**src/design/nce_pkg.sv**
```systemverilog
// Shared constants and types for the periodic neighbour cell enumerator.
// No dependencies; every other design file imports this package.
package nce_pkg;

    localparam int MAX_CELLS = 64;
    localparam int WORD_W    = 32;
    localparam int CELL_W    = $clog2(MAX_CELLS);
    localparam int CNT_W     = CELL_W + 1;
    localparam int CFG_CNT_W = 7;
    localparam int CFG_MASK_W = 3;
    localparam int NAXES     = 3;
    localparam int NUM_W     = WORD_W + CELL_W;

    localparam int DIV_FIRST = 2;
    localparam int DIV_LAST  = DIV_FIRST + CELL_W - 1;
    localparam int HOME_STG  = DIV_LAST + 1;
    localparam int NSTG      = HOME_STG + 1;

    localparam int S_TDATA_W = NAXES * WORD_W;
    localparam int M_TDATA_W = ((NAXES * CELL_W + 7) / 8) * 8;
    localparam int CFG_IDX_W = 4;

    localparam logic [WORD_W-1:0] LEN_ONE = WORD_W'(65536);

    localparam logic [CFG_IDX_W-1:0] REG_CELLS_X    = CFG_IDX_W'(0);
    localparam logic [CFG_IDX_W-1:0] REG_CELLS_Y    = CFG_IDX_W'(1);
    localparam logic [CFG_IDX_W-1:0] REG_CELLS_Z    = CFG_IDX_W'(2);
    localparam logic [CFG_IDX_W-1:0] REG_FULL_MASK  = CFG_IDX_W'(3);
    localparam logic [CFG_IDX_W-1:0] REG_MIN_METRIC = CFG_IDX_W'(4);
    localparam logic [CFG_IDX_W-1:0] REG_SPACE_X    = CFG_IDX_W'(5);
    localparam logic [CFG_IDX_W-1:0] REG_SPACE_Y    = CFG_IDX_W'(6);
    localparam logic [CFG_IDX_W-1:0] REG_SPACE_Z    = CFG_IDX_W'(7);

    typedef struct packed {
        logic [NAXES-1:0][CNT_W-1:0]  cells;
        logic [NAXES-1:0]             full;
        logic [WORD_W-1:0]            metric;
        logic [NAXES-1:0][WORD_W-1:0] space;
    } cfg_t;

    typedef struct packed {
        logic [NAXES-1:0][CELL_W-1:0] home;
        logic                         oor;
    } home_t;

endpackage

```
**src/design/nce_front.sv**
```systemverilog
// Home cell pipeline: clamp, scale, restoring divide one quotient bit per stage, clamp.
// Depends on nce_pkg.
module nce_front import nce_pkg::*; (
    input  logic                         aclk,
    input  logic                         aresetn,
    input  cfg_t                         cfg,
    input  logic                         in_valid,
    output logic                         in_ready,
    input  logic [NAXES-1:0][WORD_W-1:0] in_pos,
    output logic                         out_valid,
    input  logic                         out_ready,
    output home_t                        out_home
);

    typedef struct packed {
        logic [NAXES-1:0]             oor;
        logic [NAXES-1:0]             sat;
        logic [NAXES-1:0][NUM_W-1:0]  rem;
        logic [NAXES-1:0][CELL_W-1:0] quo;
    } stage_t;

    stage_t                            st_reg  [NSTG];
    stage_t                            st_next [NSTG];
    logic [NSTG-1:0]                   vld_reg;
    logic [NSTG-1:0]                   vld_in;
    logic [NSTG:0]                     rdy;
    logic [NAXES-1:0][WORD_W-1:0]      den;
    logic [NAXES-1:0][CELL_W-1:0]      cmax;
    logic [NAXES-1:0][CNT_W+WORD_W-1:0] prod;

    always_comb begin
        rdy[NSTG] = out_ready;
        for (int k = NSTG - 1; k >= 0; k--) begin
            rdy[k] = !vld_reg[k] || rdy[k+1];
        end
    end

    assign vld_in = {vld_reg[NSTG-2:0], in_valid};

    always_comb begin
        for (int a = 0; a < NAXES; a++) begin
            den[a]  = cfg.full[a] ? cfg.space[a] : cfg.metric;
            cmax[a] = CELL_W'(cfg.cells[a] - CNT_W'(1));
            prod[a] = (CNT_W+WORD_W)'(cfg.cells[a]) *
                      (CNT_W+WORD_W)'(st_reg[0].rem[a][WORD_W-1:0]);
        end
    end

    always_comb begin
        logic [WORD_W-1:0] p;
        logic [NUM_W-1:0]  dsh;
        int                b;

        // clamp into the box
        st_next[0] = '0;
        for (int a = 0; a < NAXES; a++) begin
            p = in_pos[a];
            if (p >= cfg.space[a]) begin
                p = cfg.space[a] - WORD_W'(1);
                st_next[0].oor[a] = 1'b1;
            end
            st_next[0].rem[a] = NUM_W'(p);
        end

        // numerator and saturation
        st_next[1] = st_reg[0];
        for (int a = 0; a < NAXES; a++) begin
            p = st_reg[0].rem[a][WORD_W-1:0];
            if (cfg.full[a]) begin
                st_next[1].rem[a] = prod[a][NUM_W-1:0];
                st_next[1].sat[a] = 1'b0;
            end else begin
                st_next[1].rem[a] = NUM_W'(p);
                st_next[1].sat[a] = (p >> CELL_W) >= cfg.metric;
            end
        end

        for (int k = DIV_FIRST; k <= DIV_LAST; k++) begin
            st_next[k] = st_reg[k-1];
            b = DIV_LAST - k;
            for (int a = 0; a < NAXES; a++) begin
                dsh = NUM_W'(den[a]) << b;
                if (st_reg[k-1].rem[a] >= dsh) begin
                    st_next[k].rem[a] = st_reg[k-1].rem[a] - dsh;
                    st_next[k].quo[a] = st_reg[k-1].quo[a] | (CELL_W'(1) << b);
                end
            end
        end

        // clamp to the last cell
        st_next[HOME_STG] = st_reg[HOME_STG-1];
        for (int a = 0; a < NAXES; a++) begin
            if (st_reg[HOME_STG-1].sat[a] || st_reg[HOME_STG-1].quo[a] > cmax[a]) begin
                st_next[HOME_STG].quo[a] = cmax[a];
            end
        end
    end

    always_ff @(posedge aclk) begin
        if (!aresetn) begin
            vld_reg <= '0;
        end else begin
            for (int k = 0; k < NSTG; k++) begin
                if (rdy[k]) begin
                    vld_reg[k] <= vld_in[k];
                end
            end
        end
    end

    always_ff @(posedge aclk) begin
        for (int k = 0; k < NSTG; k++) begin
            if (rdy[k]) begin
                st_reg[k] <= st_next[k];
            end
        end
    end

    assign in_ready  = rdy[0];
    assign out_valid = vld_reg[NSTG-1];

    always_comb begin
        out_home.oor = |st_reg[HOME_STG].oor;
        for (int a = 0; a < NAXES; a++) begin
            out_home.home[a] = st_reg[HOME_STG].quo[a];
        end
    end

    a_rem_below_divisor: assert property (@(posedge aclk) disable iff (!aresetn)
        vld_reg[DIV_LAST] |->
            (st_reg[DIV_LAST].sat[0] || st_reg[DIV_LAST].rem[0] < NUM_W'(den[0])) &&
            (st_reg[DIV_LAST].sat[1] || st_reg[DIV_LAST].rem[1] < NUM_W'(den[1])) &&
            (st_reg[DIV_LAST].sat[2] || st_reg[DIV_LAST].rem[2] < NUM_W'(den[2])))
        else $error("divider remainder not below divisor");

endmodule

```
**src/design/nce_emit.sv**
```systemverilog
// Neighbour sequencer: walks the offsets of one query and drives the output register.
// Depends on nce_pkg.
module nce_emit import nce_pkg::*; (
    input  logic                 aclk,
    input  logic                 aresetn,
    input  cfg_t                 cfg,
    input  logic                 in_valid,
    output logic                 in_ready,
    input  home_t                in_home,
    output logic                 m_tvalid,
    input  logic                 m_tready,
    output logic [M_TDATA_W-1:0] m_tdata,
    output logic                 m_tlast,
    output logic [0:0]           m_tuser
);

    localparam logic [1:0] OFS_DOWN = 2'd0;
    localparam logic [1:0] OFS_ZERO = 2'd1;
    localparam logic [1:0] OFS_UP   = 2'd2;

    logic                         busy_reg, busy_next;
    home_t                        item_reg;
    logic [NAXES-1:0][1:0]        idx_reg, idx_next, idx_lo, idx_hi;
    logic [NAXES-1:0]             at_hi;
    logic [NAXES-1:0][CELL_W-1:0] cmax, nbr_cell;
    logic                         last_now, out_free, emit, load;
    logic                         m_tvalid_reg, m_tvalid_next;
    logic [M_TDATA_W-1:0]         m_tdata_reg;
    logic                         m_tlast_reg;
    logic [0:0]                   m_tuser_reg;

    always_comb begin
        for (int a = 0; a < NAXES; a++) begin
            idx_lo[a] = (cfg.cells[a] > CNT_W'(1)) ? OFS_DOWN : OFS_ZERO;
            idx_hi[a] = (cfg.cells[a] > CNT_W'(2)) ? OFS_UP : OFS_ZERO;
            at_hi[a]  = idx_reg[a] == idx_hi[a];
            cmax[a]   = CELL_W'(cfg.cells[a] - CNT_W'(1));
            case (idx_reg[a])
                OFS_DOWN: begin
                    nbr_cell[a] = (item_reg.home[a] == '0) ? cmax[a]
                                                            : item_reg.home[a] - CELL_W'(1);
                end
                OFS_UP: begin
                    nbr_cell[a] = (item_reg.home[a] == cmax[a]) ? '0
                                                                 : item_reg.home[a] + CELL_W'(1);
                end
                default: begin
                    nbr_cell[a] = item_reg.home[a];
                end
            endcase
        end
    end

    assign last_now = &at_hi;
    assign out_free = !m_tvalid_reg || m_tready;
    assign emit     = busy_reg && out_free;
    assign in_ready = !busy_reg || (emit && last_now);
    assign load     = in_valid && in_ready;

    always_comb begin
        idx_next = idx_reg;
        if (load) begin
            idx_next = idx_lo;
        end else if (emit && !last_now) begin
            if (!at_hi[0]) begin
                idx_next[0] = idx_reg[0] + 2'd1;
            end else begin
                idx_next[0] = idx_lo[0];
                if (!at_hi[1]) begin
                    idx_next[1] = idx_reg[1] + 2'd1;
                end else begin
                    idx_next[1] = idx_lo[1];
                    idx_next[2] = idx_reg[2] + 2'd1;
                end
            end
        end
    end

    always_comb begin
        if (load) begin
            busy_next = 1'b1;
        end else if (emit && last_now) begin
            busy_next = 1'b0;
        end else begin
            busy_next = busy_reg;
        end
    end

    always_comb begin
        if (emit) begin
            m_tvalid_next = 1'b1;
        end else if (m_tready) begin
            m_tvalid_next = 1'b0;
        end else begin
            m_tvalid_next = m_tvalid_reg;
        end
    end

    always_ff @(posedge aclk) begin
        if (!aresetn) begin
            busy_reg     <= 1'b0;
            m_tvalid_reg <= 1'b0;
            idx_reg      <= {NAXES{OFS_ZERO}};
        end else begin
            busy_reg     <= busy_next;
            m_tvalid_reg <= m_tvalid_next;
            idx_reg      <= idx_next;
        end
    end

    always_ff @(posedge aclk) begin
        if (load) begin
            item_reg <= in_home;
        end
        if (emit) begin
            m_tdata_reg    <= M_TDATA_W'(nbr_cell);
            m_tlast_reg    <= last_now;
            m_tuser_reg[0] <= item_reg.oor;
        end
    end

    assign m_tvalid = m_tvalid_reg;
    assign m_tdata  = m_tdata_reg;
    assign m_tlast  = m_tlast_reg;
    assign m_tuser  = m_tuser_reg;

    a_idx_in_span: assert property (@(posedge aclk) disable iff (!aresetn)
        busy_reg |->
            idx_reg[0] >= idx_lo[0] && idx_reg[0] <= idx_hi[0] &&
            idx_reg[1] >= idx_lo[1] && idx_reg[1] <= idx_hi[1] &&
            idx_reg[2] >= idx_lo[2] && idx_reg[2] <= idx_hi[2])
        else $error("offset index outside its span");

    a_home_in_grid: assert property (@(posedge aclk) disable iff (!aresetn)
        busy_reg |->
            CNT_W'(item_reg.home[0]) < cfg.cells[0] &&
            CNT_W'(item_reg.home[1]) < cfg.cells[1] &&
            CNT_W'(item_reg.home[2]) < cfg.cells[2])
        else $error("home cell outside the grid");

    a_cell_in_grid: assert property (@(posedge aclk) disable iff (!aresetn)
        m_tvalid_reg |->
            CNT_W'(m_tdata_reg[CELL_W-1:0]) < cfg.cells[0] &&
            CNT_W'(m_tdata_reg[2*CELL_W-1:CELL_W]) < cfg.cells[1] &&
            CNT_W'(m_tdata_reg[3*CELL_W-1:2*CELL_W]) < cfg.cells[2])
        else $error("emitted cell outside the grid");

endmodule

```
**src/design/neighbor_cell_enumerator_pbc.sv**
```systemverilog
// Top level of the periodic neighbour cell enumerator: config registers and stream ports.
// Depends on nce_pkg, nce_front and nce_emit.
//
//  channel   direction  handshake              payload
//  s_        in         s_tvalid / s_tready    s_tdata: pos_x, pos_y, pos_z
//  m_        out        m_tvalid / m_tready    m_tdata: cells; m_tlast; m_tuser: out_of_range
//  cfg_      in         cfg_valid / cfg_ready  cfg_index, cfg_data
//
// The home cell pipeline takes a new query every cycle unless stalled. The sequencer then
// emits one neighbour cell per cycle while m_ tready allows, through a single output
// register, 1 to 27 transfers per query (the product of the per-axis offset counts), so that
// count sets the sustained query rate. Reset is synchronous: it empties the pipeline and the
// output register and restores the default configuration. A stall on m_ tready holds every
// stage in place; stages that are empty still fill from behind.
module neighbor_cell_enumerator_pbc import nce_pkg::*; (
    input  logic                 aclk,
    input  logic                 aresetn,
    input  logic                 s_tvalid,
    output logic                 s_tready,
    input  logic [S_TDATA_W-1:0] s_tdata,   // pos_x, pos_y, pos_z
    output logic                 m_tvalid,
    input  logic                 m_tready,
    output logic [M_TDATA_W-1:0] m_tdata,   // cell_x, cell_y, cell_z, zero fill
    output logic                 m_tlast,
    output logic [0:0]           m_tuser,   // out_of_range
    input  logic                 cfg_valid,
    output logic                 cfg_ready,
    input  logic [CFG_IDX_W-1:0] cfg_index,
    input  logic [WORD_W-1:0]    cfg_data
);

    cfg_t                         cfg_reg;
    logic                         cfg_fire;
    logic                         home_valid, home_ready;
    home_t                        home_item;
    logic [NAXES-1:0][WORD_W-1:0] pos;

    function automatic logic [CNT_W-1:0] sat_cells(input logic [CFG_CNT_W-1:0] v);
        logic [CNT_W-1:0] r;
        if (v == '0) begin
            r = CNT_W'(1);
        end else if (v > CFG_CNT_W'(MAX_CELLS)) begin
            r = CNT_W'(MAX_CELLS);
        end else begin
            r = CNT_W'(v);
        end
        return r;
    endfunction

    function automatic logic [WORD_W-1:0] nonzero(input logic [WORD_W-1:0] v);
        return (v == '0) ? WORD_W'(1) : v;
    endfunction

    assign cfg_ready = 1'b1;
    assign cfg_fire  = cfg_valid && cfg_ready;

    always_ff @(posedge aclk) begin
        if (!aresetn) begin
            cfg_reg.cells  <= {NAXES{CNT_W'(1)}};
            cfg_reg.full   <= '0;
            cfg_reg.metric <= LEN_ONE;
            cfg_reg.space  <= {NAXES{LEN_ONE}};
        end else if (cfg_fire) begin
            case (cfg_index)
                REG_CELLS_X:    cfg_reg.cells[0] <= sat_cells(cfg_data[CFG_CNT_W-1:0]);
                REG_CELLS_Y:    cfg_reg.cells[1] <= sat_cells(cfg_data[CFG_CNT_W-1:0]);
                REG_CELLS_Z:    cfg_reg.cells[2] <= sat_cells(cfg_data[CFG_CNT_W-1:0]);
                REG_FULL_MASK:  cfg_reg.full     <= cfg_data[CFG_MASK_W-1:0];
                REG_MIN_METRIC: cfg_reg.metric   <= nonzero(cfg_data);
                REG_SPACE_X:    cfg_reg.space[0] <= nonzero(cfg_data);
                REG_SPACE_Y:    cfg_reg.space[1] <= nonzero(cfg_data);
                REG_SPACE_Z:    cfg_reg.space[2] <= nonzero(cfg_data);
                default: begin
                end
            endcase
        end
    end

    always_comb begin
        for (int a = 0; a < NAXES; a++) begin
            pos[a] = s_tdata[a*WORD_W +: WORD_W];
        end
    end

    nce_front u_front (
        .aclk      (aclk),
        .aresetn   (aresetn),
        .cfg       (cfg_reg),
        .in_valid  (s_tvalid),
        .in_ready  (s_tready),
        .in_pos    (pos),
        .out_valid (home_valid),
        .out_ready (home_ready),
        .out_home  (home_item)
    );

    nce_emit u_emit (
        .aclk     (aclk),
        .aresetn  (aresetn),
        .cfg      (cfg_reg),
        .in_valid (home_valid),
        .in_ready (home_ready),
        .in_home  (home_item),
        .m_tvalid (m_tvalid),
        .m_tready (m_tready),
        .m_tdata  (m_tdata),
        .m_tlast  (m_tlast),
        .m_tuser  (m_tuser)
    );

endmodule

```
**config.mk**
```make
export PLATFORM = sky130hd
export DESIGN_NAME = neighbor_cell_enumerator_pbc
export DESIGN_NICKNAME = d
export VERILOG_FILES = /design/src/design/nce_pkg.sv /design/src/design/nce_front.sv /design/src/design/nce_emit.sv /design/src/design/neighbor_cell_enumerator_pbc.sv
export SDC_FILE = /design/constraint.sdc
export NUM_CORES = 2
export LEC_CHECK = 0
export ABC_AREA = 1
export BUFFER_PORTS_ARGS = -buffer_cell sky130_fd_sc_hd__buf_4
export CORE_MARGIN = 5
export CORE_UTILIZATION = 42
export DETAILED_ROUTE_END_ITERATION = 8
export PLACE_DENSITY = 0.64
export SLEW_MARGIN = 20
export SYNTH_ARGS = -nofsm -noshare
export SYNTH_HDL_FRONTEND = slang
export SYNTH_SLANG_ARGS = --single-unit
```
**constraint.sdc**
```tcl
create_clock -name aclk -period 9.34 [get_ports aclk]
set_clock_uncertainty 0.05 [all_clocks]
set_input_delay 1.401 -clock aclk [delete_from_list [all_inputs] [get_ports aclk]]
set_output_delay 1.401 -clock aclk [all_outputs]
set_load 0.02 [all_outputs]
```
# [Word level (Yosys, flattened, before mapping)]
# Memories as Yosys holds them, arrays and structs flattened.
# Cells that the tools add are included.
[totals] wordCells=272 output_inout_bits=29 memories=1 ff_bits=208 mem_bits_rw=1242 in_bits=137
[memory_table] memory="u_front.st_reg" words=9 word_bits=138 rd=9 rd_ports_with_merged_regs=0 write_ports=9 line_no="nce_front.sv:22" source="stage_t st_reg [NSTG];"
[op_classes] n_reduce_logical=56 n_eq_ne=16 mux=100 mul=3 addsub=33 n_lt_le_gt_ge=34
[op_table] cell="two-way mux 38 bit" count=21
[op_table] cell="two-way mux 32 bit" count=7
[op_table] cell=">= comparator 38 x 32 -> 1 bit" count=3
[op_table] cell=">= comparator 38 x 33 -> 1 bit" count=3
[op_table] cell=">= comparator 38 x 34 -> 1 bit" count=3
[op_table] cell=">= comparator 38 x 35 -> 1 bit" count=3
[op_table] cell=">= comparator 38 x 36 -> 1 bit" count=3
[op_table] cell=">= comparator 38 x 37 -> 1 bit" count=3
[op_table] cell="multiplier 7 x 32 -> 38 bit" count=3
[op_table] cell="subtractor 38 x 32 -> 38 bit" count=3
[op_table] cell="subtractor 38 x 33 -> 38 bit" count=3
[op_table] cell="subtractor 38 x 34 -> 38 bit" count=3
[op_table] cell="subtractor 38 x 35 -> 38 bit" count=3
[op_table] cell="subtractor 38 x 36 -> 38 bit" count=3
[op_table] cell="subtractor 38 x 37 -> 38 bit" count=3
[op_table] cell=">= comparator 26 x 32 -> 1 bit" count=3
[op_table] cell=">= comparator 32 bit" count=3
[op_table] cell="subtractor 32 x 1 -> 32 bit (second input constant)" count=3
[op_table] cell="two-way mux 6 bit" count=14
[op_table] cell="case mux 6 bit (2 select lines)" count=3
[op_table] cell="subtractor 6 x 1 -> 6 bit (second input constant)" count=6
[op_table] cell="two-way mux 1 bit" count=34
[op_table] cell="zero test 32 bit" count=1
[op_table] cell="> comparator 7 x 1 -> 1 bit (second input constant)" count=3
[op_table] cell="27 further kinds" count=105

# [Longest topological paths before layout]
[depth] depth_word=17 depth_mapped=26 ltp_nobuf=24

# [Hierarchy]
# A second synthesis with hierarchy kept.
[unflattened] cells_unflattened=15399 hier_area_um2=111326.8
[by_module_without_submodules] mod="nce_front" area_each_um2=102427.0 seq_area_each_um2=27476.4 cells_each=14330 instances=1
[by_module_without_submodules] mod="neighbor_cell_enumerator_pbc" area_each_um2=5312.6 seq_area_each_um2=3042.9 cells_each=623 instances=1
[by_module_without_submodules] mod="nce_emit" area_each_um2=3587.2 seq_area_each_um2=1331.3 cells_each=446 instances=1

# [Worst setup path after synthesis]
# No wires, ideal clock.
[synth_path] path_kind="input -> register" startpoint="input port m_tready" endpoint="memory u_front.st_reg[0][156] (netlist bit) (enable)" n_path_buf=0 stages=8 required_ns=8.221 setup_slack_ns=1.849 setup_ns=1.069 arrival_ns=6.372 cell_sequence="nor2_1 -> inv_1 -> nand4_2 -> nand4_2 -> nor2_4 -> nand4_4 -> nor2_4 -> nand2_1"
[synth_lines] item="start: declaration" line_no="neighbor_cell_enumerator_pbc.sv:22" source="input logic m_tready,"
[synth_lines] item="end: declaration" line_no="nce_front.sv:22"

# [Worst setup path after layout]
[layout_path] startpoint="register cfg_reg[131] (netlist bit)" endpoint="output port s_tready"
[layout_between] elab_chain_len=15
[layout_rtl] item="start: declaration" line_no="neighbor_cell_enumerator_pbc.sv:32" source="cfg_t cfg_reg;"
[layout_rtl] item="> comparator 7 x 2 -> 1 bit" line_no="nce_emit.sv:35" source="idx_hi[a] = (cfg.cells[a] > CNT_W'(2)) ? OFS_UP : OFS_ZERO;"
[layout_rtl] item="two-way mux 2 bit" line_no="nce_emit.sv:35"
[layout_rtl] item="== test 2 bit" line_no="nce_emit.sv:36" source="at_hi[a] = idx_reg[a] == idx_hi[a];"
[layout_rtl] item="AND reduction 3 bit" line_no="nce_emit.sv:54" source="assign last_now = &at_hi;"
[layout_rtl] item="logical AND 1 bit" line_no="nce_emit.sv:57" source="assign in_ready = !busy_reg || (emit && last_now);"
[layout_rtl] item="logical OR 1 bit" line_no="nce_emit.sv:57"
[layout_rtl] item="logical OR 1 bit (2 in series)" line_no="nce_front.sv:34" source="rdy[k] = !vld_reg[k] || rdy[k+1];"
[layout_rtl] item="named net u_front.rdy[7]" line_no="nce_front.sv:26" source="logic [NSTG:0] rdy;"
[layout_rtl] item="logical OR 1 bit (4 in series)" line_no="nce_front.sv:34"
[layout_rtl] item="named net u_front.rdy[3]" line_no="nce_front.sv:26"
[layout_rtl] item="logical OR 1 bit (3 in series)" line_no="nce_front.sv:34"
[layout_rtl] item="end: declaration" line_no="neighbor_cell_enumerator_pbc.sv:19" source="output logic s_tready,"
# The timed path passes the listed nets, and every way through them passes these cells.

==> out/results.tsv <==
stage	metric	value	unit
outcome	status	completed	
global_routing	antenna violations before repair	10	
finish	layout cells sized above 1	6.49	%
pwr	Design Power	32.2	mW
worst_setup_path	Req. time, crit path	7890	ps
die	Initial Util	42.2	%
global_routing	Global Route Usage Sum	25.4	%
die	CORE AREA	246000	µm²
pwr	power per cell area	283	nW/µm²
global_routing	Overflow after GRT	0	
timing	Slew @ Worst Pin	1120	ps
timing	Max Freq	166	MHz
timing	Slew HR	24.5	%
cts	cts hold-fix bufs	0	
timing	hold_ws	361	ps
timing	worst setup margin	3330	ps
pwr	Net Sw Frac	44.1	%
finish	fin area	114000	µm²
synth	Cell Area, Synth	104000	µm²
synth	Synth Area per Inst	7.92	µm²
finish	max reg flops	909	
timing	period utilization	64.4	%
synth	Post-synth EDFFs	948	
cts	Resized cells post-CTS	0	
worst_setup_path	worst r2r src	cfg_reg[140]	
synth	post-synth top area cell	edfxtp_1	
synth	top-area cell type share of the netlist area	27.3	%
worst_setup_path	Critical Path Start	cfg_reg[131]	
drt	vias per cell	5.38	
placed_design	pre-CTS setup slack	3950	ps
placed_design	PortBufs	158	
placed_design	Placed Cells	16400	
placed_design	Placer Congestion	0.978	
pwr	Leak Pwr	53.1	nW
global_routing	largest net degree at the start of global routing	91	
pwr	Clk pwr share	18.4	%
synth	Netlist cell types	80	
drt	drt total wl	335000	µm
synth	register area share after synthesis	30.6	%
timing	# setup viols final	0	
drt	DR WL/cell	20.1	µm
timing	RSZ-0062 raised after global routing	false	
worst_setup_path	critical path startpoint category	flip-flop	
synth	number of synthesis warnings	0	
worst_setup_path	Levels on crit path	18	
worst_setup_path	Critical Path Max Stage Delay	430	ps
cts	htree depth	4	
worst_setup_path	cell chain of the critical path	buf_4, inv_1, ha_1, inv_1, nor2_1, nand2_1, nand2_1, nand2_1, nand2_1, nand4_2, nand4_2, buf_4, nor2_4, nand4_4, nor2_4, nand3_4, buf_4, buf_4	
cts	maximum root-to-sink buffer count	3	
synth	Synth top cells by count	nand2_1 (3,045), inv_1 (1,882), a21oi_1 (1,050)	
drt	Routed Antenna Nets	0	
synth	Cells after Synth	13100	
synth	synth top area cells	edfxtp_1 (27%), ha_1 (12%), nand2_1 (11%), fa_1 (8.8%), inv_1 (6.8%)	
die	Die Span X	508	µm
die	Die Height	508	µm
finish	P&R area growth vs syn	9.14	%
placed_design	Placed Area	109000	µm²
worst_setup_path	CP endpoint kind	output port	
drt	vias post-DR	89400	
global_routing	vias in the first global route	85800	
timing	total negative slack	0	ps
worst_setup_path	WS Path Type	flip-flop to output port	
cts	cts bufs inserted	141	
finish	# nets final	14700	
worst_hold_path	WHS Path Cells	0	
pwr	Psw	14.2	mW
cts	TritonCTS clock tree	built	
synth	#FFs+latches synth	1117	
worst_setup_path	crit path max-delay cell type	inv_1	
synth	top_reg_cell synth	edfxtp_1	
cts	clk_lat worst skew	820	ps
pwr	Gate power share	52.9	%
die	# IOs	166	
pwr	Max IR drop VDD	0.167	mV
cts	TritonCTS Sinks	1117	
global_routing	first-pass GRT wire length	507000	µm
cts	CTS root buffer	clkbuf_16	
drt	1st-iter DRT viols	8065	
die	number of cell rows	182	
worst_setup_path	Worst EP arrival	4560	ps
worst_hold_path	HP Class	flip-flop to flip-flop	
pwr	Pint	18.0	mW
worst_setup_path	worst reg2reg path depth	23	
finish	final core occ	46.1	%
die	area of the die	258000	µm²
timing	final slew viol count	0	
drt	residual DRC count	0	
run	# Max-Cap Violations	0	
cts	Post-CTS Setup Inserts	0	
drt	DRT Pass-1 Iters	8	
placed_design	post-DP HPWL	271000	µm
cts	clk slew on worst S/H paths	60	ps
worst_setup_path	Worst Path Buf+Inv	6	
timing	Final Hold Viols	0	
finish	fin cells	16600	
synth	count leader, synth	nand2_1	
synth	FFs w/ async S/R, synth	0	%
pwr	sequential fraction of design power	28.7	%
worst_hold_path	hold path start	u_front.st_reg[0][1104]	
worst_setup_path	critical path peak fanout	36	
timing	minimum period implied by the final worst setup slack	6010	ps
worst_setup_path	delay-heaviest family, CP	buffers and inverters	
[layout by cell type, fill, tap and decap left out, types with 150 or more instances in the layout]
cell type	netlist	routed
buf_4	10	298
xnor2_1	344	344
o21ai_1	244	296
fa_1	459	459
xor2_1	297	297
nand3_1	295	292
dfxtp_1	169	166
a21oi_1	1050	1050
o21ai_0	830	766
edfxtp_1	948	948
nor2_1	988	983
ha_1	960	960
clkbuf_16	0	150
nand2_1	3045	3043
inv_1	1882	1880
[layout make-up]
type	count	area, µm²
Antenna cell	2	5.00
Clock buffer	175	3930
Clock inverter	87	1120
Fill cell	24600	133000
Inverter	1904	7180
Multi-Input combinational cell	9725	63100
Sequential cell	1117	31900
Tap cell	3312	4140
Timing Repair Buffer	299	2260
[logic make-up after synthesis]
| group | share of synthesized area, % |
|---|---|
| AOI/OAI and AO/OA | 15.7 |
| xor gates and xnor gates | 5.39 |
| adders and majority gates | 20.4 |
| buffers and inverters | 8.94 |
| DFF | 30.6 |
| muxes | 0.0108 |
| other | 0.00721 |
| and+or+nand+nor | 19.0 |
[worst paths after layout]
path / to / slack (ps)
worst max register to register: u_front.st_reg[0][227] / 3870
worst min register to register: u_emit.item_reg[1] / 360
worst min-delay path: u_emit.item_reg[1] / 360
worst max-delay path: s_tready / 3330
[per-layer routing]
layer	up-vias	wire length (µm)	GRT usage, %	part of all wire [%]
met2	3146	141000	38.3	42
met3	583	25300	4.12	7.6
met5	-	0	0	0
met4	0	15900	10.5	4.7
met1	41900	153000	36.2	46
li1	43800	-	-	-
[power groups by stage]
stage / clock network (mW) / logic, mW / registers (mW)
global route: 6.24 / 19.1 / 9.36
finish: 5.93 / 17.0 / 9.23
global placement: 0 / 16.7 / 9.26
detailed placement: 0 / 16.8 / 9.27
floorplan: 0 / 13.4 / 8.58
CTS: 6.03 / 16.9 / 9.18
No activity file was read; power rests on OpenSTA's default activity.
